[src/hw/rtl/mqr_pkg.sv]
// Package for the message queue with indexed removal.
// Holds the queue sizes, the operation and status codes and the transaction structs.
// Depends on nothing; imported by the queue top level.
package mqr_pkg;

   localparam int DEPTH       = 16;
   localparam int MSG_WIDTH   = 32;
   localparam int SLOT_BITS   = $clog2(DEPTH);
   localparam int COUNT_BITS  = $clog2(DEPTH + 1);
   localparam int CAP_BITS    = 5;

   localparam logic [CAP_BITS-1:0] CAP_RESET = CAP_BITS'(16);

   typedef enum logic [1:0] {
      OP_PUSH   = 2'd0,
      OP_POP    = 2'd1,
      OP_REMOVE = 2'd2,
      OP_CLEAR  = 2'd3
   } op_type;

   typedef enum logic [1:0] {
      ST_OK    = 2'd0,
      ST_EMPTY = 2'd1,
      ST_RANGE = 2'd2,
      ST_FULL  = 2'd3
   } status_type;

   typedef struct packed {
      op_type                 func;
      logic [MSG_WIDTH-1:0]   message;
      logic [SLOT_BITS-1:0]   position;
   } req_type;

   typedef struct packed {
      logic [MSG_WIDTH-1:0]   out_message;
      status_type             status;
      logic [COUNT_BITS-1:0]  count;
   } rsp_type;

endpackage

[src/hw/rtl/message_queue_with_indexed_removal.sv]
// A transaction is registered into req_ff, then its result and strobe into rsp_ff.
// Throughput: one transaction per cycle; busy is always low and the receiver cannot stall.
// The queue is a row of registers with the head in slot 0, closed up on every removal.
// Reset (synchronous, active high) empties the queue and sets the capacity register to 16.
// Slot contents are not reset; only slots below the count are ever read.
// Depends on mqr_pkg for sizes, codes and the transaction structs.
module message_queue_with_indexed_removal (
   input  logic                            clock,
   input  logic                            reset,
   input  logic                            start,
   output logic                            busy,
   input  mqr_pkg::req_type                req_data,
   output logic                            rsp_strobe,
   output mqr_pkg::rsp_type                rsp_data,
   input  logic                            csr_valid,
   output logic                            csr_ready,
   input  logic [mqr_pkg::CAP_BITS-1:0]    csr_data
);
   import mqr_pkg::*;

   logic                     req_valid_ff;
   req_type                  req_ff;
   logic [COUNT_BITS-1:0]    count_ff;
   logic [COUNT_BITS-1:0]    count_in;
   logic [CAP_BITS-1:0]      cap_ff;
   logic [MSG_WIDTH-1:0]     entries_ff [DEPTH];
   logic                     rsp_strobe_ff;
   rsp_type                  rsp_ff;
   rsp_type                  rsp_in;
   logic                     full;
   logic                     push_en;
   logic                     take_en;
   logic [SLOT_BITS-1:0]     slot;

   assign busy       = 1'b0;
   assign csr_ready  = 1'b1;
   assign rsp_strobe = rsp_strobe_ff;
   assign rsp_data   = rsp_ff;

   assign full = (COUNT_BITS'(count_ff) >= COUNT_BITS'(cap_ff))
              || (count_ff == COUNT_BITS'(DEPTH));

   always_ff @(posedge clock) begin
      if (reset) begin
         req_valid_ff <= 1'b0;
      end else begin
         req_valid_ff <= start && !busy;
      end
      req_ff <= req_data;
   end

   always_ff @(posedge clock) begin
      if (reset) begin
         cap_ff <= CAP_RESET;
      end else if (csr_valid && csr_ready) begin
         cap_ff <= csr_data;
      end
   end

   always_comb begin
      count_in           = count_ff;
      push_en            = 1'b0;
      take_en            = 1'b0;
      slot               = '0;
      rsp_in.out_message = '0;
      rsp_in.status      = ST_OK;
      unique case (req_ff.func)
         OP_PUSH: begin
            if (full) begin
               rsp_in.status = ST_FULL;
            end else begin
               push_en  = req_valid_ff;
               count_in = count_ff + COUNT_BITS'(1);
            end
         end
         OP_POP: begin
            if (count_ff == '0) begin
               rsp_in.status = ST_EMPTY;
            end else begin
               take_en = req_valid_ff;
            end
         end
         OP_REMOVE: begin
            if (count_ff == '0) begin
               rsp_in.status = ST_EMPTY;
            end else if (COUNT_BITS'(req_ff.position) >= count_ff) begin
               rsp_in.status = ST_RANGE;
            end else begin
               take_en = req_valid_ff;
               slot    = req_ff.position;
            end
         end
         OP_CLEAR: begin
            count_in = '0;
         end
         default: begin
            count_in = count_ff;
         end
      endcase
      if (rsp_in.status != ST_OK || req_ff.func == OP_PUSH || req_ff.func == OP_CLEAR) begin
         rsp_in.out_message = '0;
      end else begin
         rsp_in.out_message = entries_ff[slot];
         count_in           = count_ff - COUNT_BITS'(1);
      end
      rsp_in.count = count_in;
   end

   always_ff @(posedge clock) begin
      if (push_en) begin
         entries_ff[count_ff[SLOT_BITS-1:0]] <= req_ff.message;
      end
      if (take_en) begin
         for (int i = 0; i < DEPTH - 1; i++) begin
            if (SLOT_BITS'(i) >= slot) begin
               entries_ff[i] <= entries_ff[i+1];
            end
         end
      end
   end

   always_ff @(posedge clock) begin
      if (reset) begin
         count_ff      <= '0;
         rsp_strobe_ff <= 1'b0;
      end else begin
         rsp_strobe_ff <= req_valid_ff;
         if (req_valid_ff) begin
            count_ff <= count_in;
         end
      end
      if (req_valid_ff) begin
         rsp_ff <= rsp_in;
      end
   end

`ifndef NO_ASSERTIONS
   a_count_idle : assert property (@(posedge clock) disable iff (reset)
      !req_valid_ff |=> $stable(count_ff))
      else $error("count changed without a transaction");

   a_count_bound : assert property (@(posedge clock) disable iff (reset)
      req_valid_ff |=> count_ff <= COUNT_BITS'(DEPTH))
      else $error("count exceeds queue depth");

   a_refused_zero : assert property (@(posedge clock) disable iff (reset)
      rsp_strobe_ff && rsp_ff.status != ST_OK |-> rsp_ff.out_message == '0)
      else $error("refused transaction returned a message");

   a_empty_count : assert property (@(posedge clock) disable iff (reset)
      rsp_strobe_ff && rsp_ff.status == ST_EMPTY |-> rsp_ff.count == '0)
      else $error("empty status with messages held");

   a_full_count : assert property (@(posedge clock) disable iff (reset)
      rsp_strobe_ff && rsp_ff.status == ST_FULL
      |-> (rsp_ff.count == COUNT_BITS'(DEPTH)) || (rsp_ff.count >= COUNT_BITS'(cap_ff)))
      else $error("full status below capacity");
`endif

endmodule
[config.mk]
export PLATFORM = sky130hd
export DESIGN_NAME = message_queue_with_indexed_removal
export DESIGN_NICKNAME = d
export VERILOG_FILES = /design/src/hw/rtl/mqr_pkg.sv /design/src/hw/rtl/message_queue_with_indexed_removal.sv
export SDC_FILE = /design/constraint.sdc
export NUM_CORES = 1
export LEC_CHECK = 0
export BUFFER_PORTS_ARGS = -buffer_cell sky130_fd_sc_hd__buf_2
export CAP_MARGIN = 20
export CORE_MARGIN = 1
export CORE_UTILIZATION = 40
export CTS_CLUSTER_DIAMETER = 30
export DETAILED_ROUTE_END_ITERATION = 6
export HOLD_SLACK_MARGIN = 0.05
export SLEW_MARGIN = 5
export SYNTH_ARGS = -nofsm -noshare
export SYNTH_HDL_FRONTEND = slang
export SYNTH_SLANG_ARGS = --single-unit
export TNS_END_PERCENT = 100
[constraint.sdc]
create_clock -name clock -period 11.58 [get_ports clock]
set_input_delay 1.158 -clock clock [delete_from_list [all_inputs] [get_ports clock]]
set_output_delay 1.158 -clock clock [all_outputs]
set_load 0.1 [all_outputs]
==> After elaboration in Yosys (flattened, before gate mapping) <==
Memory sizes are Yosys's and may differ from the RTL's. A register that Yosys moved wholly into a read port is not among the register bits.
Cells that the tools add are included.
{ "word_totals": {"register_bits": 57, "ramBits": 512, "input_bits": 47, "out_inout_bits": 42, "n_memories": 1} }
{ "mem_list": {"columns": ["name", "depth", "width", "read_ports", "rd_clocked_by_memory_dff", "wr", "line_no", "text"], "rows": [
  ["entries_ff", 16, 32, 16, 1, 15, "message_queue_with_indexed_removal.sv:26", "logic [MSG_WIDTH-1:0] entries_ff [DEPTH];"]
]} }
{ "classes": {"n_addsub": 2, "magnitude_cmp": 17, "n_eq_ne": 4, "n_mux": 67, "reduce_logical": 7} }
{ "op_table": {"columns": ["operator", "count"], "rows": [
  ["two-way mux 1 bit", 54],
  ["two-way mux 32 bit", 1],
  ["OR reduction 32 bit", 1],
  ["greater-or-equal comparator 4 bit, first input constant", 7],
  ["greater-or-equal comparator 3 x 4 -> 1 bit, first input constant", 4],
  ["two-way mux 4 bit", 4],
  ["two-way mux 5 bit", 2],
  ["case mux 5 bit (2 select lines)", 1],
  ["greater-or-equal comparator 1 x 4 -> 1 bit, first input constant", 2],
  ["greater-or-equal comparator 2 x 4 -> 1 bit, first input constant", 2],
  ["two-way mux 2 bit", 3],
  ["case mux 2 bit (3 select lines)", 1],
  ["adder 5 x 1 -> 5 bit, second input constant", 1],
  ["== test 5 bit, second input constant", 1],
  ["greater-or-equal comparator 4 x 5 -> 1 bit", 1],
  ["greater-or-equal comparator 5 bit", 1],
  ["zero test 5 bit", 1],
  ["subtractor 5 x 1 -> 5 bit, second input constant", 1],
  ["== test 2 bit, second input constant", 2],
  ["logical OR 1 bit", 3],
  ["== test 2 x 1 -> 1 bit, second input constant", 1],
  ["zero test 2 bit", 1],
  ["case mux 1 bit (2 select lines)", 1],
  ["nonzero test 2 bit", 1]
]} }

==> Logic depth before layout (Yosys ltp) <==
Gate-level depths: netlist of run 1.
{ "logic_depth": {"ltp_word": 10, "depth_mapped": 12, "depth_no_buf": 8} }

==> Worst setup path before layout of run 1 <==
No wires, ideal clock.
{ "synth_path": {"kind": "register to register", "start": "reg count_ff[0]", "end": "mem entries_ff[0][0] (enable)", "arrival_ps": 3992, "path_slack_ps": 7123, "stages_incl_launch_ff": 10, "path_buffers": 2, "period_less_slack_ps": 4457, "path_cell_list": "dfxtp_1 -> inv_1 -> ha_1 -> buf_2 -> or3b_1 -> clkbuf_1 -> o21ai_0 -> a21oi_1 -> nand3_1 -> o21ai_0"} }
{ "synth_lines": {"columns": ["item", "line_no", "text"], "rows": [
  ["start, declared", "message_queue_with_indexed_removal.sv:23", "logic [COUNT_BITS-1:0] count_ff;"],
  ["start signal, assigned", "message_queue_with_indexed_removal.sv:129", "count_ff <= count_in;"],
  ["end, declared", "message_queue_with_indexed_removal.sv:26", null]
]} }

==> impl_metrics.sql, run 1 <==
INSERT INTO impl_metrics (metric_group, metric, value, unit) VALUES
('worst_setup_path', 'cp-start-kind', 'register', ''),
('synth', 'synth_sequential_area_ratio', '60.64', '%'),
('power', 'total_power', '6.758', 'mW'),
('power', 'power.density', '193.4', 'nW/um^2'),
('timing', 'setup_viol_count_final', '0', ''),
('die', 'fp.dieW', '271.0', 'um'),
('worst_setup_path', 'r2r-start', 'req_ff[0]', ''),
('worst_setup_path', 'cpMaxStageDelayCell', 'sky130_fd_sc_hd__a41o_2', ''),
('cells_and_area', 'post_route_cells_drive_above_1_share', '43.74', '%'),
('worst_setup_path', 'required', '11.87', 'ns'),
('cells_and_area', 'multiInputGateArea', '10630', 'um^2'),
('global_routing', 'pin_count_of_the_biggest_net_entering_global_routing', '53', ''),
('worst_hold_path', 'worst_hold_path_type', 'register to register', ''),
('timing', 'min_period_over_period', '45.62', '%'),
('synth', 'yosysTopAreaCell', 'sky130_fd_sc_hd__edfxtp_1', ''),
('worst_setup_path', 'cp_num_buf_inv', '3', ''),
('global_routing', 'grt.overflow.total', '0', ''),
('synth', 'synth_edf_count', '551', ''),
('clock_network', 'numCtsBuffers', '139', ''),
('die', 'rows', '98', ''),
('synth', 'yosys_most_used_dff', 'sky130_fd_sc_hd__edfxtp_1', ''),
('synth', 'postSynthCellCount', '1868', ''),
('worst_setup_path', 'crit_type', 'register to register', ''),
('power', 'internal_power', '5.210', 'mW'),
('clock_network', 'cts_hold_buf', '0', ''),
('drt', 'ant_nets', '0', ''),
('timing', 'tns', '0', 'ns'),
('power', 'power.share.switching', '22.90', '%'),
('synth', 'synthesis.area_per_instance', '15.49', 'um^2'),
('synth', 'ys.warnings.count', '0', ''),
('cells_and_area', 'fillCellCount', '5999', ''),
('job', 'drv_cap', '0', ''),
('global_routing', 'grt_antenna_before_repair', '0', ''),
('worst_setup_path', 'cp_cell_sequence', 'clkinv_1 > buf_4 > ha_1 > nand2b_1 > a21oi_1 > a2111o_1 > nand3_2 > a31oi_4 > buf_4 > a41o_2', ''),
('worst_hold_path', 'hold_start', 'cap_ff[1]', ''),
('worst_setup_path', 'timing.critical_path.mode_cell', 'sky130_fd_sc_hd__buf_4', ''),
('cells_and_area', 'antenna_cells', '0', ''),
('synth', 'synth_seq_cells', '601', ''),
('timing', 'tightestPinTransition', '1.196', 'ns'),
('timing', 'post-route-worst-setup-slack', '6.298', 'ns'),
('drt', 'drtIter0Drc', '1391', ''),
('cells_and_area', 'num-nets-final', '2036', ''),
('drt', 'drt_pass1_iterations', '5', ''),
('power', 'peakVddDrop', '0.1423', 'mV'),
('power', 'clock_power_share', '57.2', '%'),
('outcome', 'status', 'complete, no violations', ''),
('clock_network', 'tritoncts', 'done', ''),
('synth', 'netlist_top_cells_area', 'sky130_fd_sc_hd__edfxtp_1 57%, sky130_fd_sc_hd__mux2_2 18%, sky130_fd_sc_hd__dfxtp_1 3.5%', ''),
('global_routing', 'global_routing_usage_summed_across_all_routing_layers', '21.76', '%'),
('worst_setup_path', 'longest_individual_stage_delay_on_the_worst_path', '0.97', 'ns'),
('cells_and_area', 'layoutNonFillerInstCount', '3035', ''),
('clock_network', 'root_buffer', 'sky130_fd_sc_hd__clkbuf_16', ''),
('timing', 'maxClockFrequency', '189.3', 'MHz'),
('drt', 'wl', '79270', 'um'),
('power', 'share_comb_of_total_power', '6.1', '%'),
('global_routing', 'wire_length_of_the_first_global_routing_pass', '119700', 'um'),
('die', 'die_area', '73410', 'um^2'),
('synth', 'synth_top_area_share', '57.18', '%'),
('synth', 'synthesis.nets', '1932', ''),
('synth', 'synth_cell_types', '69', ''),
('timing', 'final_hold_viol_count', '0', ''),
('timing', 'grt_setup_unrepaired', 'false', ''),
('drt', 'num_vias', '17620', ''),
('die', 'start_util', '40.48', '%'),
('clock_network', 'h-tree-depth', '4', ''),
('placement', 'detailedPlace.worstSlack', '6.311', 'ns'),
('synth', 'synthArstFlopShare', '0', '%'),
('synth', 'mappedNetlistArea', '28930', 'um^2'),
('worst_setup_path', 'critical_path_endpoint_category', 'register', ''),
('clock_network', 'cts.sink_count', '601', ''),
('timing', 'min_period', '5.282', 'ns');
[area by class of cell]
type,count,area share (%)
clock buffers,173,10.68
clock inverters,81,2.674
inverters,19,0.2041
multi-input cells,1081,30.40
flip-flops and latches,601,50.23
well taps,950,3.401
repair buffers,130,2.409
[path summary, 6_finish.rpt]
check | end | slack (ns) | cells after the start
setup / recovery | entries_ff[12][22] | 6.30 | 10
hold / removal | cap_ff[1] | 0.49 | 2
setup reg to reg | entries_ff[12][22] | 6.30 | 10
hold reg to reg | cap_ff[1] | 0.49 | 2
[per-layer routing]
metal | wire length, um | share of wire [%] | global-route usage [%] | vias up
li1 | - | - | - | 7772
met1 | 34460 | 43 | 28.89 | 9095
met5 | 0 | 0 | 0 | -
met4 | 1504 | 1.9 | 7.092 | 0
met2 | 38090 | 48 | 35.29 | 641
met3 | 5217 | 6.6 | 4.669 | 116
[flip-flops by register name (all words and copies together) (netlist names)]
name,flops
req_ff,38
count_ff,5
entries_ff,512
cap_ff,5
rsp_data,39
req_valid_ff,1
rsp_strobe,1
[cells by family after synthesis]
kind of cell,share of synthesized area (%)
adders and majority gates,0.7351
and+or+nand+nor,2.893
other,0.02596
buffers and inverters,3.079
AOI/OAI and AO/OA,8.437
xor gates and xnor gates,0.03028
muxes,24.16
DFF,60.64
[stage by stage]
step	utilization (%)	area, um^2
CTS	48.76	34860
floorplan	-	28930
detailed placement	42.23	30190
global placement	42.19	30160
global route	48.89	34950
finish	48.89	34950
[placed cells by master, fill, tap and decap left out, types with 9 or more instances in the layout]
cell type                    synthesis  final
sky130_fd_sc_hd__a21oi_1            51     51
sky130_fd_sc_hd__a221oi_1           32     32
sky130_fd_sc_hd__buf_2              40     86
sky130_fd_sc_hd__buf_4              28     38
sky130_fd_sc_hd__bufinv_16           0     15
sky130_fd_sc_hd__clkbuf_1           88     26
sky130_fd_sc_hd__clkbuf_16           0    143
sky130_fd_sc_hd__clkinv_1            2     18
sky130_fd_sc_hd__clkinv_2            0     20
sky130_fd_sc_hd__clkinvlp_4          0     11
sky130_fd_sc_hd__dfxtp_1            50     46
sky130_fd_sc_hd__edfxtp_1          551    551
sky130_fd_sc_hd__ha_1               17     17
sky130_fd_sc_hd__inv_1              17     17
sky130_fd_sc_hd__mux2_1             28     28
sky130_fd_sc_hd__mux2_2            456    456
sky130_fd_sc_hd__mux2_4             29     29
sky130_fd_sc_hd__mux2i_1            36     36
sky130_fd_sc_hd__mux4_2             33     33
sky130_fd_sc_hd__nand2_1            15     14
sky130_fd_sc_hd__nor2_1             58     57
sky130_fd_sc_hd__nor2_4              4      9
sky130_fd_sc_hd__o2111ai_1          32     32
sky130_fd_sc_hd__o211ai_1           35     35
sky130_fd_sc_hd__o21ai_0            36     35
sky130_fd_sc_hd__o22ai_1            65     65
sky130_fd_sc_hd__o2bb2ai_1          32     31
sky130_fd_sc_hd__or3b_1             31     31
[worst reg2reg max path, delay by kind of cell (launching register included)]
kind	cells	cell delay, ns
buffers and inverters	3	1.11
adder cells (fa/ha/maj)	1	0.41
AO/OA/AOI/OAI	4	1.83
AND/OR/NAND/NOR	2	0.75
flip-flops	1	0.74
[power by group through the flow]
| stage | Combinational [mW] | Clock (mW) | Sequential (mW) |
|---|---|---|---|
| after floorplan | 0.263 | 0 | 2.55 |
| after global placement | 0.400 | 0 | 2.52 |
| after detailed placement | 0.408 | 0 | 2.52 |
| after CTS | 0.411 | 3.92 | 2.48 |
| after global routing | 0.440 | 4.04 | 2.49 |
| final | 0.414 | 3.86 | 2.48 |
Power figures use the tool's default switching activity.
==> inputs of run 2 (changes only) <==
- ABC_AREA: default -> 1
- clock period: 11.58 -> 4.3 ns (I/O delays scaled with it)
==> run 2 against run 1 <==
Clock skew increased by 0.0014 ns; worst hold slack worse by 0.38 ns; final cell count up 61%; design area is 8.9% higher; maximum frequency is 46% higher; combinational power increased to 3.7 times the previous value; synthesized cell count up 96%; core utilization grew 0.97 points; sequential share of layout area fell by 4.1 points; clock power rose to 2.8 times the previous value; area after synthesis increased by 7.1%; critical path depth increased by 4.
==> impl_metrics.sql, run 2 <==
INSERT INTO impl_metrics (metric_group, metric, value, unit) VALUES
('outcome', 'status', 'complete, no violations', ''),
('clock_network', 'h-tree-depth', '4', ''),
('worst_hold_path', 'worstHoldPathCells', '3', ''),
('drt', 'wl', '97620', 'um'),
('cells_and_area', 'postLayoutCoreUtil', '49.86', '%'),
('clock_network', 'worstSkewPairLatency', '0.70', 'ns'),
('timing', 'slew-limit-headroom', '29.55', '%'),
('global_routing', 'wire_length_of_the_first_global_routing_pass', '148100', 'um'),
('synth', 'synth_seq_cells', '601', ''),
('drt', 'ant_nets', '0', ''),
('placement', 'hpwlAfterDp', '55410', 'um'),
('global_routing', 'vias_in_the_first_global_route', '24310', ''),
('worst_setup_path', 'r2r-start', 'count_ff[3]', ''),
('clock_network', 'numCtsBuffers', '145', ''),
('synth', 'mappedNetlistArea', '31000', 'um^2'),
('timing', 'timing.hold.ws', '0.1046', 'ns'),
('clock_network', 'cts_resized', '0', ''),
('synth', 'synth_sequential_area_ratio', '56.61', '%'),
('cells_and_area', 'num-nets-final', '3812', ''),
('synth', 'yosysTopAreaCell', 'sky130_fd_sc_hd__edfxtp_1', ''),
('worst_setup_path', 'longest_individual_stage_delay_on_the_worst_path', '0.49', 'ns'),
('cells_and_area', 'layout.cells.most_common_list', '945 x sky130_fd_sc_hd__nand2_1, 597 x sky130_fd_sc_hd__nand3_1, 586 x sky130_fd_sc_hd__inv_1', ''),
('cells_and_area', 'fillCellCount', '7128', ''),
('worst_setup_path', 'worst-r2r-cell-count', '14', ''),
('drt', 'remaining_drc_errors', '0', ''),
('drt', 'post_drt_via_cell_ratio', '5.255', ''),
('worst_hold_path', 'worst_hold_path_type', 'input pin to register', ''),
('cells_and_area', 'layout-area-overhead-vs-synth', '22.77', '%'),
('power', 'leakage_power_of_the_design', '16.59', 'nW'),
('clock_network', 'root_buffer', 'sky130_fd_sc_hd__clkbuf_16', ''),
('timing', 'grt_setup_unrepaired', 'false', ''),
('cells_and_area', 'largest_register_ff_count', '512', ''),
('die', 'die_area', '78610', 'um^2'),
('global_routing', 'pin_count_of_the_biggest_net_entering_global_routing', '140', ''),
('die', 'start_util', '40.61', '%'),
('global_routing', 'global_routing_usage_summed_across_all_routing_layers', '25.07', '%'),
('cells_and_area', 'largest-register', 'entries_ff', ''),
('die', 'ios', '89', ''),
('timing', 'final_hold_viol_count', '0', ''),
('power', 'total_power', '19.28', 'mW'),
('timing', 'maxClockFrequency', '275.6', 'MHz'),
('worst_setup_path', 'worstReg2RegEnd', 'entries_ff[8][20]', ''),
('worst_setup_path', 'reg2reg_slack', '0.67', 'ns'),
('die', 'rows', '101', ''),
('synth', 'yosys-top-cells-count', '951 x sky130_fd_sc_hd__nand2_1, 599 x sky130_fd_sc_hd__nand3_1, 586 x sky130_fd_sc_hd__inv_1', ''),
('drt', 'num_vias', '25730', ''),
('worst_setup_path', 'crit_type', 'register to register', ''),
('timing', 'min_period_over_period', '84.37', '%'),
('placement', 'detailedPlace.worstSlack', '0.7473', 'ns'),
('drt', 'drtIter0Drc', '3184', ''),
('synth', 'yosys_most_used_dff', 'sky130_fd_sc_hd__edfxtp_1', ''),
('synth', 'synthArstFlopShare', '0', '%'),
('cells_and_area', 'footprint_of_the_flip_flops_and_latches', '17550', 'um^2'),
('power', 'peakVddDrop', '0.4096', 'mV'),
('power', 'power.density', '506.5', 'nW/um^2'),
('die', 'die_y', '280.4', 'um'),
('drt', 'wire_per_inst', '19.94', 'um'),
('worst_setup_path', 'worstPathArrival', '3.98', 'ns'),
('synth', 'synthesis.area_per_instance', '8.467', 'um^2'),
('timing', 'min_period', '3.628', 'ns'),
('job', 'drv_cap', '0', ''),
('worst_setup_path', 'critical_path_endpoint_category', 'register', ''),
('synth', 'netlist_top_cells_area', 'sky130_fd_sc_hd__edfxtp_1 53%, sky130_fd_sc_hd__nand2_1 12%, sky130_fd_sc_hd__nand3_1 9.7%', ''),
('worst_setup_path', 'worstSetupEndpoint', 'entries_ff[8][20]', ''),
('clock_network', 'cts-root-to-sink-buffers', '3', ''),
('clock_network', 'clk_transition_reported_paths', '0.04', 'ns'),
('die', 'design.core.area', '76330', 'um^2'),
('cells_and_area', 'layout_commonest_cell', 'sky130_fd_sc_hd__nand2_1', ''),
('placement', 'port_buffers', '86', ''),
('synth', 'synthesis.nets', '3725', ''),
('cells_and_area', 'post-route-cell-area', '38060', 'um^2'),
('synth', 'ys.warnings.count', '0', ''),
('worst_setup_path', 'critical_path.startpoint', 'count_ff[3]', ''),
('drt', 'drt_pass1_iterations', '6', ''),
('synth', 'synth_cell_types', '27', ''),
('clock_network', 'cts.sink_count', '601', ''),
('global_routing', 'grt_antenna_before_repair', '5', ''),
('worst_setup_path', 'required', '4.65', 'ns'),
('cells_and_area', 'post_route_cells_drive_above_1_share', '11.36', '%'),
('worst_setup_path', 'cpMaxStageDelayCell', 'sky130_fd_sc_hd__buf_4', ''),
('worst_setup_path', 'timing.critical_path.fanout_max', '33', ''),
('synth', 'synth_edf_count', '551', ''),
('synth', 'synth_top_area_share', '53.38', '%'),
('timing', 'setup_viol_count_final', '0', ''),
('global_routing', 'grt.overflow.total', '0', ''),
('cells_and_area', 'multiInputGateArea', '10360', 'um^2'),
('timing', 'number_of_max_slew_violations_in_the_final_report', '0', ''),
('worst_setup_path', 'cp-start-kind', 'register', ''),
('timing', 'post-route-worst-setup-slack', '0.6721', 'ns'),
('placement', 'placedInstanceArea', '32600', 'um^2'),
('synth', 'synth.most_common_cell', 'sky130_fd_sc_hd__nand2_1', ''),
('timing', 'tightestPinTransition', '1.057', 'ns'),
('clock_network', 'tritoncts', 'done', ''),
('placement', 'final_gp_congestion', '0.8432', ''),
('synth', 'postSynthCellCount', '3661', ''),
('die', 'fp.dieW', '280.4', 'um'),
('timing', 'clock-skew-final', '0.02176', 'ns'),
('worst_setup_path', 'cp_cell_sequence', 'inv_1 > ha_1 > inv_1 > nor2_1 > nand3_1 > inv_2 > nor2_8 > nand2_4 > nand2_1 > nor2_1 > nand2_1 > nand2_2 > o21bai_4 > buf_4', '');
-- run 2: changes by cell type after synthesis, sizes merged, moves of 63 or more --
| cell | previous run | this run |
|---|---|---|
| clkbuf | 88 | 151 |
| inv | 17 | 594 |
| mux2 | 513 | 0 |
| nand2 | 15 | 956 |
| nand3 | 5 | 600 |
| o21ai | 37 | 505 |
| o22ai | 65 | 1 |
-- run 2: layer usage --
metal	global-route usage (%)	vias to the layer above	part of all wire [%]
met4	10.51	0	3.3
li1	-	12240	-
met1	33.85	12070	42
met5	0	-	0
met3	4.755	206	8.7
met2	39.40	1218	46
-- run 2: worst min-delay path by stage --
stage               from           endpoint  slack, ns
2_1_floorplan  req_ff[4]  entries_ff[15][0]       0.41
3_3_place_gp   cap_ff[1]          cap_ff[1]       0.45
3_5_place_dp   cap_ff[1]          cap_ff[1]       0.46
4_1_cts        csr_valid          cap_ff[3]       0.06
5_1_grt        csr_valid          cap_ff[2]       0.12
6_report       csr_valid          cap_ff[3]       0.10
-- run 2: report_power, final --
| group | switching [mW] | internal [mW] |
|---|---|---|
| Sequential | 0.115 | 6.60 |
| Clock | 3.45 | 7.60 |
| Combinational | 1.13 | 0.390 |
-- run 2: metrics by stage --
| step | setup TNS, ns | instances |
|---|---|---|
| global route | 0 | 4896 |
| CTS | 0 | 4896 |
| global placement | 0 | 4582 |
| finish | 0 | 4897 |
| floorplan | -61.11 | 3661 |
| detailed placement | 0 | 4582 |
-- run 2: final cells by class --
| cell class | count | area share [%] |
|---|---|---|
| clock inverter | 77 | 2.535 |
| tap | 1030 | 3.386 |
| clock buffer | 188 | 10.50 |
| multi-input combinational | 2195 | 27.22 |
| timing repair buffer | 211 | 4.379 |
| antenna | 1 | 0.006575 |
| sequential | 601 | 46.11 |
| inverter | 594 | 5.859 |
-- run 2: cell families after synthesis --
family | synth area share [%]
adder cells (fa/ha/maj) | 0.6862
AND/OR/NAND/NOR | 22.61
flip-flops | 56.61
other | 0.02423
buffers and inverters | 11.00
AO/OA/AOI/OAI | 9.014
XOR/XNOR | 0.05652
-- run 2: repair_timing --
item | in CTS | in global routing
hold endpoints to repair | 45 | 0
hold buffers | 49 | 0
setup buffers | 0 | 0
setup endpoints to repair | 0 | 0
-- run 2: critical path: cells and delay by family (launching register included) --
kind                     cells  cell delay (ns)
adder cells (fa/ha/maj)      1             0.31
flip-flops                   1             0.47
AO/OA/AOI/OAI                1             0.34
buffers and inverters        4             0.82
AND/OR/NAND/NOR              8             1.31
